$ cat config.mk
export PLATFORM = sky130hd
export DESIGN_NAME = display_write_coalescer_top
export DESIGN_NICKNAME = d
export VERILOG_FILES = /design/src/dwc_pkg.sv /design/src/display_write_coalescer_top.sv /design/src/dwc_cfg_regs.sv /design/src/dwc_window.sv /design/src/dwc_result_queue.sv
export SDC_FILE = /design/constraint.sdc
export NUM_CORES = 1
export LEC_CHECK = 0
export BUFFER_PORTS_ARGS = -buffer_cell sky130_fd_sc_hd__buf_4
export CAP_MARGIN = 0
export CORE_MARGIN = 2
export CORE_UTILIZATION = 52
export DETAILED_ROUTE_END_ITERATION = 12
export GPL_TIMING_DRIVEN = 0
export PLACE_DENSITY = 0.75
export SETUP_SLACK_MARGIN = 0.15
export SLEW_MARGIN = 20
export SYNTH_ARGS = -nofsm -noshare
export SYNTH_HDL_FRONTEND = slang
export SYNTH_SLANG_ARGS = --single-unit
export TNS_END_PERCENT = 5
$ cat constraint.sdc
create_clock -name clk -period 11.4 [get_ports clk]
set_input_delay 1.14 -clock clk [delete_from_list [all_inputs] [get_ports clk]]
set_output_delay 1.14 -clock clk [all_outputs]
set_load 0.02 [all_outputs]
$ cat src/dwc_pkg.sv
// ----------------------------------------------------------------------------
// dwc_pkg
// shared widths, codes and result types of the display write coalescer
// ----------------------------------------------------------------------------
package dwc_pkg;

  localparam int COORD_W  = 10;
  localparam int PIX_W    = 16;
  localparam int OFFS_W   = 16;
  localparam int RW_W     = 11;
  localparam int BR_W     = 7;
  localparam int CAP_W    = RW_W + BR_W;
  localparam int PITCH_W  = COORD_W + 1;
  localparam int BASE_W   = COORD_W + PITCH_W;
  localparam int IDX_W    = 2;
  localparam int CFG_W    = RW_W;

  localparam int PIX_BYTES = 2;
  localparam logic [PIX_W-1:0] PIX_MASK =
    (8 * PIX_BYTES >= PIX_W) ? {PIX_W{1'b1}} :
    PIX_W'((1 << (8 * PIX_BYTES)) - 1);

  localparam logic [RW_W-1:0] ROW_WIDTH_RST = RW_W'(320);
  localparam logic [BR_W-1:0] BUF_ROWS_RST  = BR_W'(16);

  // input command codes
  localparam logic CMD_WRITE = 1'b0;
  localparam logic CMD_FLUSH = 1'b1;

  // result kind codes
  localparam logic KIND_STORE = 1'b0;
  localparam logic KIND_DRAW  = 1'b1;

  // configuration register indexes
  localparam logic [IDX_W-1:0] REG_ROW_WIDTH = 2'd0;
  localparam logic [IDX_W-1:0] REG_BUF_ROWS  = 2'd1;

  typedef struct packed {
    logic               kind;
    logic [OFFS_W-1:0]  offset;
    logic [PIX_W-1:0]   pixel;
    logic [COORD_W-1:0] left;
    logic [COORD_W-1:0] top;
    logic [COORD_W-1:0] right;
    logic [COORD_W-1:0] bottom;
    logic               last;
  } result_t;

  typedef struct packed {
    logic [1:0]       n;
    result_t [2:0]    item;
  } res_list_t;

endpackage

$ cat src/display_write_coalescer_top.sv
// ----------------------------------------------------------------------------
// display_write_coalescer_top
// gathers pixel writes into a dirty window and emits stores and draw rectangles
// ----------------------------------------------------------------------------
// usage
//   in_*  : one command per transfer; in_tuser 0 = pixel write, 1 = flush.
//           a write gives one store result, preceded by one or two draw
//           rectangles when it has to close the current window first.
//   out_* : one result per transfer; out_tuser 0 = store, 1 = draw;
//           out_tlast marks the final result caused by one command.
//   cfg_* : row_width (index 0) and buffer row count (index 1); always ready,
//           written only while the block is idle, a rule for the user that the
//           block does not enforce. capacity is registered from both registers.
// latency : the first result of a command is shown the cycle after its
//           transfer; further results follow one a cycle while out_tready is high.
// throughput : one command a cycle while each gives a single result and out_tready
//           is high; a command giving more results holds the input until the
//           three-slot result register, draining one per ready cycle, holds its last.
// reset   : synchronous, active low; no window open, registers at 320 / 16,
//           no result pending.
// stall   : while out_tready is low, results hold and in_tready drops once
//           the last waiting result cannot leave.
// ----------------------------------------------------------------------------
module display_write_coalescer_top (
  input  logic                          clk,
  input  logic                          rst_n,
  // input stream
  input  logic                          in_tvalid,
  output logic                          in_tready,
  input  logic [39:0]                   in_tdata,  // x, y, pixel_value, zero pad
  input  logic                          in_tuser,  // cmd
  // result stream
  output logic                          out_tvalid,
  input  logic                          out_tready,
  output logic [71:0]                   out_tdata, // buffer_offset, store_pixel,
                                                   // left, top, right, bottom
  output logic                          out_tuser, // kind
  output logic                          out_tlast, // last
  // configuration writes
  input  logic                          cfg_valid,
  output logic                          cfg_ready,
  input  logic [dwc_pkg::IDX_W-1:0]     cfg_index,
  input  logic [dwc_pkg::CFG_W-1:0]     cfg_data
);

  logic [dwc_pkg::CAP_W-1:0] cap;
  logic                      in_xfer;
  dwc_pkg::res_list_t        list;
  dwc_pkg::result_t          res;

  assign cfg_ready = 1'b1;
  assign in_xfer   = in_tvalid && in_tready;

  dwc_cfg_regs u_cfg (
    .clk      (clk),
    .rst_n    (rst_n),
    .wr_en    (cfg_valid && cfg_ready),
    .wr_index (cfg_index),
    .wr_data  (cfg_data),
    .cap      (cap)
  );

  // input fields unpacked straight off the bus
  dwc_window u_win (
    .clk    (clk),
    .rst_n  (rst_n),
    .accept (in_xfer),
    .cmd    (in_tuser),
    .x      (in_tdata[9:0]),
    .y      (in_tdata[19:10]),
    .pix    (in_tdata[35:20]),
    .cap    (cap),
    .list   (list)
  );

  dwc_result_queue u_q (
    .clk        (clk),
    .rst_n      (rst_n),
    .load       (in_xfer),
    .list       (list),
    .load_ready (in_tready),
    .res_valid  (out_tvalid),
    .res_ready  (out_tready),
    .res        (res)
  );

  // result fields packed from the lowest bit up
  assign out_tdata = {res.bottom, res.right, res.top, res.left, res.pixel, res.offset};
  assign out_tuser = res.kind;
  assign out_tlast = res.last;

endmodule

$ cat src/dwc_cfg_regs.sv
// ----------------------------------------------------------------------------
// dwc_cfg_regs
// configuration registers and registered buffer capacity
// ----------------------------------------------------------------------------
module dwc_cfg_regs (
  input  logic                           clk,
  input  logic                           rst_n,
  input  logic                           wr_en,
  input  logic [dwc_pkg::IDX_W-1:0]      wr_index,
  input  logic [dwc_pkg::CFG_W-1:0]      wr_data,
  output logic [dwc_pkg::CAP_W-1:0]      cap
);

  logic [dwc_pkg::RW_W-1:0]  row_width_r;
  logic [dwc_pkg::BR_W-1:0]  buf_rows_r;
  logic [dwc_pkg::CAP_W-1:0] cap_r;

  always_ff @(posedge clk) begin
    if (!rst_n) begin
      row_width_r <= dwc_pkg::ROW_WIDTH_RST;
      buf_rows_r  <= dwc_pkg::BUF_ROWS_RST;
      cap_r       <= dwc_pkg::CAP_W'(dwc_pkg::ROW_WIDTH_RST) *
                     dwc_pkg::CAP_W'(dwc_pkg::BUF_ROWS_RST);
    end else begin
      if (wr_en) begin
        unique case (wr_index)
          dwc_pkg::REG_ROW_WIDTH: row_width_r <= wr_data[dwc_pkg::RW_W-1:0];
          dwc_pkg::REG_BUF_ROWS:  buf_rows_r  <= wr_data[dwc_pkg::BR_W-1:0];
          default: ;
        endcase
      end
      // capacity in pixels, registered from the current register values
      cap_r <= dwc_pkg::CAP_W'(row_width_r) * dwc_pkg::CAP_W'(buf_rows_r);
    end
  end

  assign cap = cap_r;

endmodule

$ cat src/dwc_window.sv
// ----------------------------------------------------------------------------
// dwc_window
// dirty window state and the result list caused by one input item
// ----------------------------------------------------------------------------
module dwc_window (
  input  logic                            clk,
  input  logic                            rst_n,
  input  logic                            accept,
  input  logic                            cmd,
  input  logic [dwc_pkg::COORD_W-1:0]     x,
  input  logic [dwc_pkg::COORD_W-1:0]     y,
  input  logic [dwc_pkg::PIX_W-1:0]       pix,
  input  logic [dwc_pkg::CAP_W-1:0]       cap,
  output dwc_pkg::res_list_t              list
);

  localparam int CW = dwc_pkg::COORD_W;
  localparam int PW = dwc_pkg::PITCH_W;
  localparam int BW = dwc_pkg::BASE_W;
  localparam int OW = dwc_pkg::OFFS_W;

  logic          open_r, open_nxt;
  logic [CW-1:0] left_r, left_nxt, top_r, top_nxt;
  logic [CW-1:0] full_r, full_nxt, cur_r, cur_nxt, bottom_r, bottom_nxt;
  // (bottom - top) * pitch, the offset of the last row
  logic [BW-1:0] base_r, base_nxt;

  logic [PW-1:0] pitch;
  logic [CW-1:0] dy;
  logic [BW-1:0] prod;
  logic [BW-1:0] grow_need;
  logic          y_next_row, must_close, kept, closing, two_draws;
  logic [1:0]    n_draw, n_all;
  dwc_pkg::result_t draw1, draw2, store;

  always_comb begin
    pitch      = PW'({1'b0, full_r} - {1'b0, left_r} + PW'(1));
    dy         = y - top_r;
    prod       = BW'(dy) * BW'(pitch);
    grow_need  = base_r + BW'({pitch, 1'b0});
    y_next_row = {1'b0, y} == ({1'b0, bottom_r} + PW'(1));

    must_close = open_r && (
      (x < left_r) ||
      ({1'b0, x} > ({1'b0, cur_r} + PW'(1))) ||
      ((y > bottom_r) && (cur_r < full_r)) ||
      ((top_r < bottom_r) && (x > full_r)) ||
      (y < top_r) ||
      ({1'b0, y} > ({1'b0, bottom_r} + PW'(1))) ||
      ((y > bottom_r) && (grow_need > BW'(cap))));

    kept      = open_r && !must_close;
    closing   = open_r && ((cmd == dwc_pkg::CMD_FLUSH) || must_close);
    two_draws = (cur_r != full_r) && (bottom_r != top_r);

    draw1        = '0;
    draw1.kind   = dwc_pkg::KIND_DRAW;
    draw1.left   = left_r;
    draw1.top    = top_r;
    draw1.right  = full_r;
    draw1.bottom = two_draws ? bottom_r - CW'(1) : bottom_r;

    draw2        = '0;
    draw2.kind   = dwc_pkg::KIND_DRAW;
    draw2.offset = base_r[OW-1:0];
    draw2.left   = left_r;
    draw2.top    = bottom_r;
    draw2.right  = cur_r;
    draw2.bottom = bottom_r;

    store        = '0;
    store.kind   = dwc_pkg::KIND_STORE;
    store.pixel  = pix & dwc_pkg::PIX_MASK;
    store.offset = kept ? OW'(x - left_r) + prod[OW-1:0] : '0;

    n_draw = closing ? (two_draws ? 2'd2 : 2'd1) : 2'd0;
    n_all  = n_draw + ((cmd == dwc_pkg::CMD_WRITE) ? 2'd1 : 2'd0);

    list.n       = n_all;
    list.item[0] = closing ? draw1 : store;
    list.item[1] = (closing && two_draws) ? draw2 : store;
    list.item[2] = store;
    for (int i = 0; i < 3; i++) begin
      list.item[i].last = (n_all == 2'(i + 1));
    end
  end

  always_comb begin
    open_nxt   = open_r;
    left_nxt   = left_r;
    top_nxt    = top_r;
    full_nxt   = full_r;
    cur_nxt    = cur_r;
    bottom_nxt = bottom_r;
    base_nxt   = base_r;
    if (accept) begin
      if (cmd == dwc_pkg::CMD_FLUSH) begin
        open_nxt = 1'b0;
      end else if (!kept) begin
        // open a fresh window at this pixel
        open_nxt   = 1'b1;
        left_nxt   = x;
        full_nxt   = x;
        cur_nxt    = x;
        top_nxt    = y;
        bottom_nxt = y;
        base_nxt   = '0;
      end else if (y_next_row) begin
        bottom_nxt = y;
        cur_nxt    = x;
        base_nxt   = base_r + BW'(pitch);
      end else if (x > cur_r) begin
        cur_nxt = x;
        if (top_r == bottom_r) begin
          full_nxt = x;
        end
      end
    end
  end

  always_ff @(posedge clk) begin
    if (!rst_n) begin
      open_r   <= 1'b0;
      left_r   <= '0;
      top_r    <= '0;
      full_r   <= '0;
      cur_r    <= '0;
      bottom_r <= '0;
      base_r   <= '0;
    end else begin
      open_r   <= open_nxt;
      left_r   <= left_nxt;
      top_r    <= top_nxt;
      full_r   <= full_nxt;
      cur_r    <= cur_nxt;
      bottom_r <= bottom_nxt;
      base_r   <= base_nxt;
    end
  end

endmodule

$ cat src/dwc_result_queue.sv
// ----------------------------------------------------------------------------
// dwc_result_queue
// three-slot result register, loaded with one list, drained one a cycle while res_ready
// ----------------------------------------------------------------------------
module dwc_result_queue (
  input  logic                clk,
  input  logic                rst_n,
  input  logic                load,
  input  dwc_pkg::res_list_t  list,
  output logic                load_ready,
  output logic                res_valid,
  input  logic                res_ready,
  output dwc_pkg::result_t    res
);

  dwc_pkg::result_t [2:0] slot_r;
  logic [1:0]             cnt_r;
  logic                   pop;

  assign pop        = res_valid && res_ready;
  assign res_valid  = (cnt_r != 2'd0);
  assign res        = slot_r[0];
  // a new list may land when nothing waits or the last waiting result leaves this cycle
  assign load_ready = (cnt_r == 2'd0) || ((cnt_r == 2'd1) && res_ready);

  always_ff @(posedge clk) begin
    if (!rst_n) begin
      cnt_r <= 2'd0;
    end else if (load) begin
      cnt_r <= list.n;
    end else if (pop) begin
      cnt_r <= cnt_r - 2'd1;
    end
  end

  always_ff @(posedge clk) begin
    if (load) begin
      slot_r <= list.item;
    end else if (pop) begin
      slot_r[0] <= slot_r[1];
      slot_r[1] <= slot_r[2];
    end
  end

endmodule

==> results of run 1 <==
through the flow:
step / util, % / hold slack, ns / area (sq um) / instances / worst slack (ns)
2_1_floorplan: - / 0.451 / 22300 / 2387 / 3.73
3_3_place_gp: 56.8 / 0.465 / 23900 / 3056 / 2.79
3_5_place_dp: 57.0 / 0.478 / 24000 / 3058 / 2.71
4_1_cts: 59.6 / 0.493 / 25100 / 3119 / 2.88
5_1_grt: 59.6 / 0.516 / 25100 / 3119 / 2.24
6_report: 59.6 / 0.487 / 25100 / 3119 / 2.75
Yosys cell counts, types with 45 or more instances:
cell type	number
edfxtp_1	171
ha_1	233
clkbuf_1	70
nand3_1	45
and2_1	53
buf_4	73
nor2b_1	56
nor2_1	131
dfxtp_1	110
nand2_1	349
fa_1	125
mux2i_1	55
xnor2_1	80
a21oi_1	73
o21ai_0	104
nor3_1	57
inv_1	276
critical path: cells and delay by family (launching register included):
family / cells / cell delay (ns)
AOI/OAI and AO/OA: 12 / 2.77
xor gates and xnor gates: 3 / 0.78
adders and majority gates: 6 / 1.79
buffers and inverters: 5 / 1.41
DFF: 1 / 0.37
and+or+nand+nor: 6 / 1.24
layer usage:
metal / vias up / global-route usage [%]
li1: 8317 / -
met5: - / 0
met4: 0 / 8.79
met3: 93 / 5.14
met2: 661 / 43.6
met1: 8464 / 36.5
state kept, by name, summed over array words and instances (netlist names):
| register | cells |
|---|---|
| u_q.slot_r | 97 |
| u_win.full_r | 10 |
| u_win.top_r | 10 |
| u_win.cur_r | 10 |
| u_cfg.buf_rows_r | 7 |
| u_q.cnt_r | 2 |
| u_win.base_r | 21 |
| u_win.open_r | 1 |
| u_win.bottom_r | 10 |
| u_q.res | 74 |
| u_cfg.cap | 18 |
| u_cfg.row_width_r | 11 |
| u_win.left_r | 10 |
layout make-up:
| cell class | instances | share of cell area [%] |
|---|---|---|
| buffer | 162 | 3.73 |
| clock buffer | 47 | 3.75 |
| sequential | 281 | 29.2 |
| multi-input combinational | 1666 | 51.7 |
| timing repair buffer | 132 | 4.11 |
| tap | 539 | 2.69 |
| inverter | 278 | 4.16 |
| clock inverter | 14 | 0.633 |
cell usage in the layout (no fill, tap or decap), types with 5 or more instances in the layout:
master | Yosys | routed
o21a_1 | 18 | 18
nor3_1 | 57 | 56
a21boi_0 | 12 | 12
o21ai_0 | 104 | 104
nor2_1 | 131 | 131
nor2b_1 | 56 | 56
buf_2 | 6 | 6
edfxtp_1 | 171 | 171
nand2_1 | 349 | 349
inv_1 | 276 | 276
a21boi_1 | 10 | 10
a211oi_1 | 8 | 8
o41ai_1 | 20 | 20
and2_1 | 53 | 53
o31ai_1 | 5 | 5
nand2b_1 | 15 | 15
nand4_1 | 26 | 26
and3_1 | 14 | 14
clkbuf_16 | 0 | 35
o2111ai_1 | 6 | 6
buf_6 | 6 | 6
buf_4 | 73 | 203
o21bai_1 | 11 | 11
a21oi_1 | 73 | 73
xnor2_1 | 80 | 80
ha_1 | 233 | 233
clkbuf_1 | 70 | 79
or3_1 | 9 | 9
a31oi_1 | 20 | 20
xor2_1 | 25 | 25
o211ai_1 | 6 | 6
dfxtp_1 | 110 | 110
mux2i_1 | 55 | 55
nand3_1 | 45 | 45
nor4_1 | 7 | 7
buf_1 | 7 | 7
or4_1 | 10 | 10
fa_1 | 125 | 125
a21o_1 | 26 | 26
cells by family (layout without fill, tap and decap cells):
group	Yosys count	in the layout
adders and majority gates	358	358
xor gates and xnor gates	108	108
DFF	281	281
muxes	56	56
buffers and inverters	440	633
AOI/OAI and AO/OA	352	352
other	1	1
and+or+nand+nor	791	791
final timing paths:
| kind | depth (start not counted) | slack [ns] | to |
|---|---|---|---|
| setup / recovery | 32 | 2.75 | u_q.res[0] |
| hold / removal | 2 | 0.49 | u_win.cur_r[9] |
| setup reg to reg | 32 | 2.75 | u_q.res[0] |
| hold reg to reg | 2 | 0.49 | u_win.cur_r[9] |
==> flow_summary.ini, run 1 <==
[clocking]
cts_buffers = 34
clkTransAtPathRegs_ns = 0.06
cts_tree = done
clockRootBuffer = clkbuf_16
clk_path_buf_depth = 3
cts_setup_buffers = 0
postCtsHoldBufs = 0
cts.sinks = 281
cts_resized = 0
clk_latency_ns = 0.54
htree_levels = 2

[synth]
ys.flop_type = edfxtp_1
synth_cells = 2387
yosys.area_share.adder_pct = 24.3
synth_edf_count = 171
syn_avg_cell_area_sq_um = 9.33
postSynthNetCount = 2804
synth_cell_types = 80
synthTopCellsByArea = edfxtp_1, ha_1, fa_1
yosysSeqAreaShare_pct = 32.9
synth_top_family_by_area = adder cells
syn_area_sq_mm = 0.0223
yosysTopAreaCell = edfxtp_1
synth_top_area_share_pct = 23.1
ys_async_sr_fraction_pct = 0
yosysWarnings = 0
synthSimpleGateAreaFrac_pct = 16.5
ys_ff_latch = 281
synth_xor_area_share_pct = 4.40
synth_compound_area_share_pct = 10.4
synth_mux_area_share_pct = 2.52

[layout]
drive_above_1_share_pct = 11.2
multi_input_area_sq_mm = 0.0130
nFillCells = 3572
num-nets-final = 2972
antenna_cells = 0
syn_to_final_growth_pct = 12.7
regArea_sq_mm = 0.00734

[floorplanning]
dieHeight_um = 211
dieWidth_um = 211
die-area_sq_mm = 0.0445
num_io_pins = 136
core_sq_mm = 0.0421
floorplan.initialDensity_pct = 52.9
rows = 75

[drt]
wl_met2_um = 27400
vias = 17500
drt-initial-drc-count = 1395
firstDrtPassIters = 8
wl_met1_um = 25500
met3_length_um = 4890
ant_nets = 0
drc = 0
routed.top_layer = met4
wl_per_cell_um = 19.1
avgViaCountPerCell = 5.62
routed_wl_um = 59600

[critical_path]
required_ns = 11.67
worstPathArrival_ns = 8.92
cp_max_fo = 10
slowest_delay_ns = 0.63
crit_start = u_win.full_r[1]
endpoint_kind = register
path_class = reg2reg
crit_top_cell = ha_1
crit_slowest_cell = buf_1
start_kind = register
reg2reg_from = u_win.full_r[1]

[sta]
tightest_slew_ns = 1.05
final_hold_viol_count = 0
fmax_mhz = 116
min_period_ns = 8.65
setup_viol = 0
slew_violations = 0
max-slew-margin-rel_pct = 28.9
finalCritPeriodShare_pct = 75.8
final.setup.tns_ns = 0
rsz0062_at_grt = no
skew_ns = 0.0217

[run]
maxCapViolations = 0

[run_status]
outcome = finished clean

[global_routing]
grt_pass1_vias = 17300
overflow = 0
antenna_found_initial = 0
grt_pass1_wl_um = 93000
grt_use_total_pct = 26.9
grt_max_degree = 96

[placed_design]
gp_congestion = 0.963
io_buffers = 130
hpwl_um = 46800

[min_path]
hp-start = u_win.cur_r[9]
hold_class = reg2reg
Power of run 1 is left out: the tool's default activity adds up to more than one toggle a clock period on the data nets, which glitch-free logic cannot reach.
==> run 2: changes to the inputs <==
==> constraint.sdc (replaced) <==
create_clock -name clk -period 8.6 [get_ports clk]
set_input_delay 0.86 -clock clk [delete_from_list [all_inputs] [get_ports clk]]
set_output_delay 0.86 -clock clk [all_outputs]
set_load 0.02 [all_outputs]
==> run 2 against run 1 <==
  * Maximum frequency is 8.3% higher
  * Final area is 0.11% higher
  * Die area stayed put
  * Largest cell class unchanged
  * Cell count stayed put
  * Core utilization is 0.068 points higher
  * Setup slack worse by 2.1 ns
  * Hold slack worse by 0.00052 ns
  * Critical path depth stayed put
  * Via count is 0.38% higher
  * Global-route usage stayed put
  * Sequential share of layout area hardly changed
==> flow_summary.ini, run 2 (synthesized netlist as in run 1, its figures left out) <==
[clocking]
clk_latency_ns = 0.54
cts_tree = done
clockRootBuffer = clkbuf_16
clk_path_buf_depth = 3
clkTransAtPathRegs_ns = 0.06
cts.sinks = 281
htree_levels = 2
cts_buffers = 34

[critical_path]
crit_top_cell = ha_1
start_kind = register
required_ns = 8.88
reg2reg_depth = 32
cp_max_fo = 10
crit_slowest_cell = fa_1
worstPathArrival_ns = 8.26
slowest_delay_ns = 0.41
path_class = reg2reg
endpoint_kind = register

[layout]
instances_no_fill = 3119
drive_above_1_share_pct = 11.4
largest_reg_flops = 97
antenna_cells = 0
mostFrequentLayoutCells = nand2_1, inv_1, ha_1, buf_4, edfxtp_1
final_common_cell = nand2_1
syn_to_final_growth_pct = 12.8
num-nets-final = 2972
largest_register = u_q.slot_r

[sta]
finalCritPeriodShare_pct = 92.9
max-slew-margin-rel_pct = 31.0
tightest_slew_ns = 1.02
fmax_mhz = 125
hold_ws_ns = 0.487
rsz0062_at_grt = no
slew_violations = 0
min_period_ns = 7.99
final.setup.tns_ns = 0
setup_viol = 0
skew_ns = 0.0253
final_hold_viol_count = 0

[floorplanning]
num_io_pins = 136
dieWidth_um = 211
dieHeight_um = 211
rows = 75
core_sq_mm = 0.0421
floorplan.initialDensity_pct = 52.9
die-area_sq_mm = 0.0445

[drt]
drc = 0
wl_per_cell_um = 19.1
ant_nets = 0
avgViaCountPerCell = 5.64
routed_wl_um = 59600
drt-initial-drc-count = 1442
vias = 17600
firstDrtPassIters = 7

[min_path]
min_path_cells = 2
hold_class = reg2reg

[global_routing]
grt_use_total_pct = 26.9
grt_pass1_vias = 17300
grt_pass1_wl_um = 93000
overflow = 0
antenna_found_initial = 0
grt_max_degree = 96

[run_status]
outcome = finished clean

[placed_design]
hpwl_um = 46800
dp_cells = 3058
gp_congestion = 0.963
io_buffers = 130

[run]
maxCapViolations = 0
==> run 2: cell types whose count changed in the layout (fill, tap and decap cells not counted), sizes merged <==
cell and change:
buf -1, clkbuf +1
==> run 2: layer usage <==
metal	vias up	wire length (um)	global-route usage, %
li1	8321	-	-
met1	8485	25500	36.5
met2	697	27400	43.6
met3	98	4920	5.14
met4	0	1840	8.79
met5	-	0	0
==> run 2: layout make-up <==
cell class	instances	area (sq um)
Fill cell	3571	17000
Clock inverter	14	159
Buffer	162	940
Tap cell	539	674
Clock buffer	47	941
Timing Repair Buffer	132	1030
Multi-Input combinational cell	1666	13000
Inverter	278	1040
Sequential cell	281	7340
==> run 2: path summary, 6_finish.rpt <==
kind / slack, ns / endpoint / start
hold reg to reg: 0.49 / u_win.cur_r[9] / u_win.cur_r[9]
setup / recovery: 0.61 / u_q.res[0] / u_win.full_r[1]
hold / removal: 0.49 / u_win.cur_r[9] / u_win.cur_r[9]
setup reg to reg: 0.61 / u_q.res[0] / u_win.full_r[1]
==> run 2: stage by stage <==
stage                     util [%]  cell area (sq um)  setup WS (ns)
final                         59.6              25100          0.613
after detailed placement      57.0              24000          0.121
after CTS                     59.6              25100          0.344
after global placement        56.8              23900          0.193
after global routing          59.6              25100          0.150
after floorplan                  -              22300           1.21
==> run 2: timing repair <==
item	CTS	global route
cloned	0	0
resized for setup	1	4
setup endpoints to repair	4	71
hold buffers	0	0
setup buffers	0	0
==> run 2: worst max-delay path, delay by kind of cell (launching register included) <==
family                     cells  cell delay, ns
DFF                            1            0.37
xor gates and xnor gates       3            0.64
adders and majority gates      6            1.77
and+or+nand+nor                6            1.25
AOI/OAI and AO/OA             12            2.62
buffers and inverters          5            1.05
Power of run 2 is left out for the same reason.
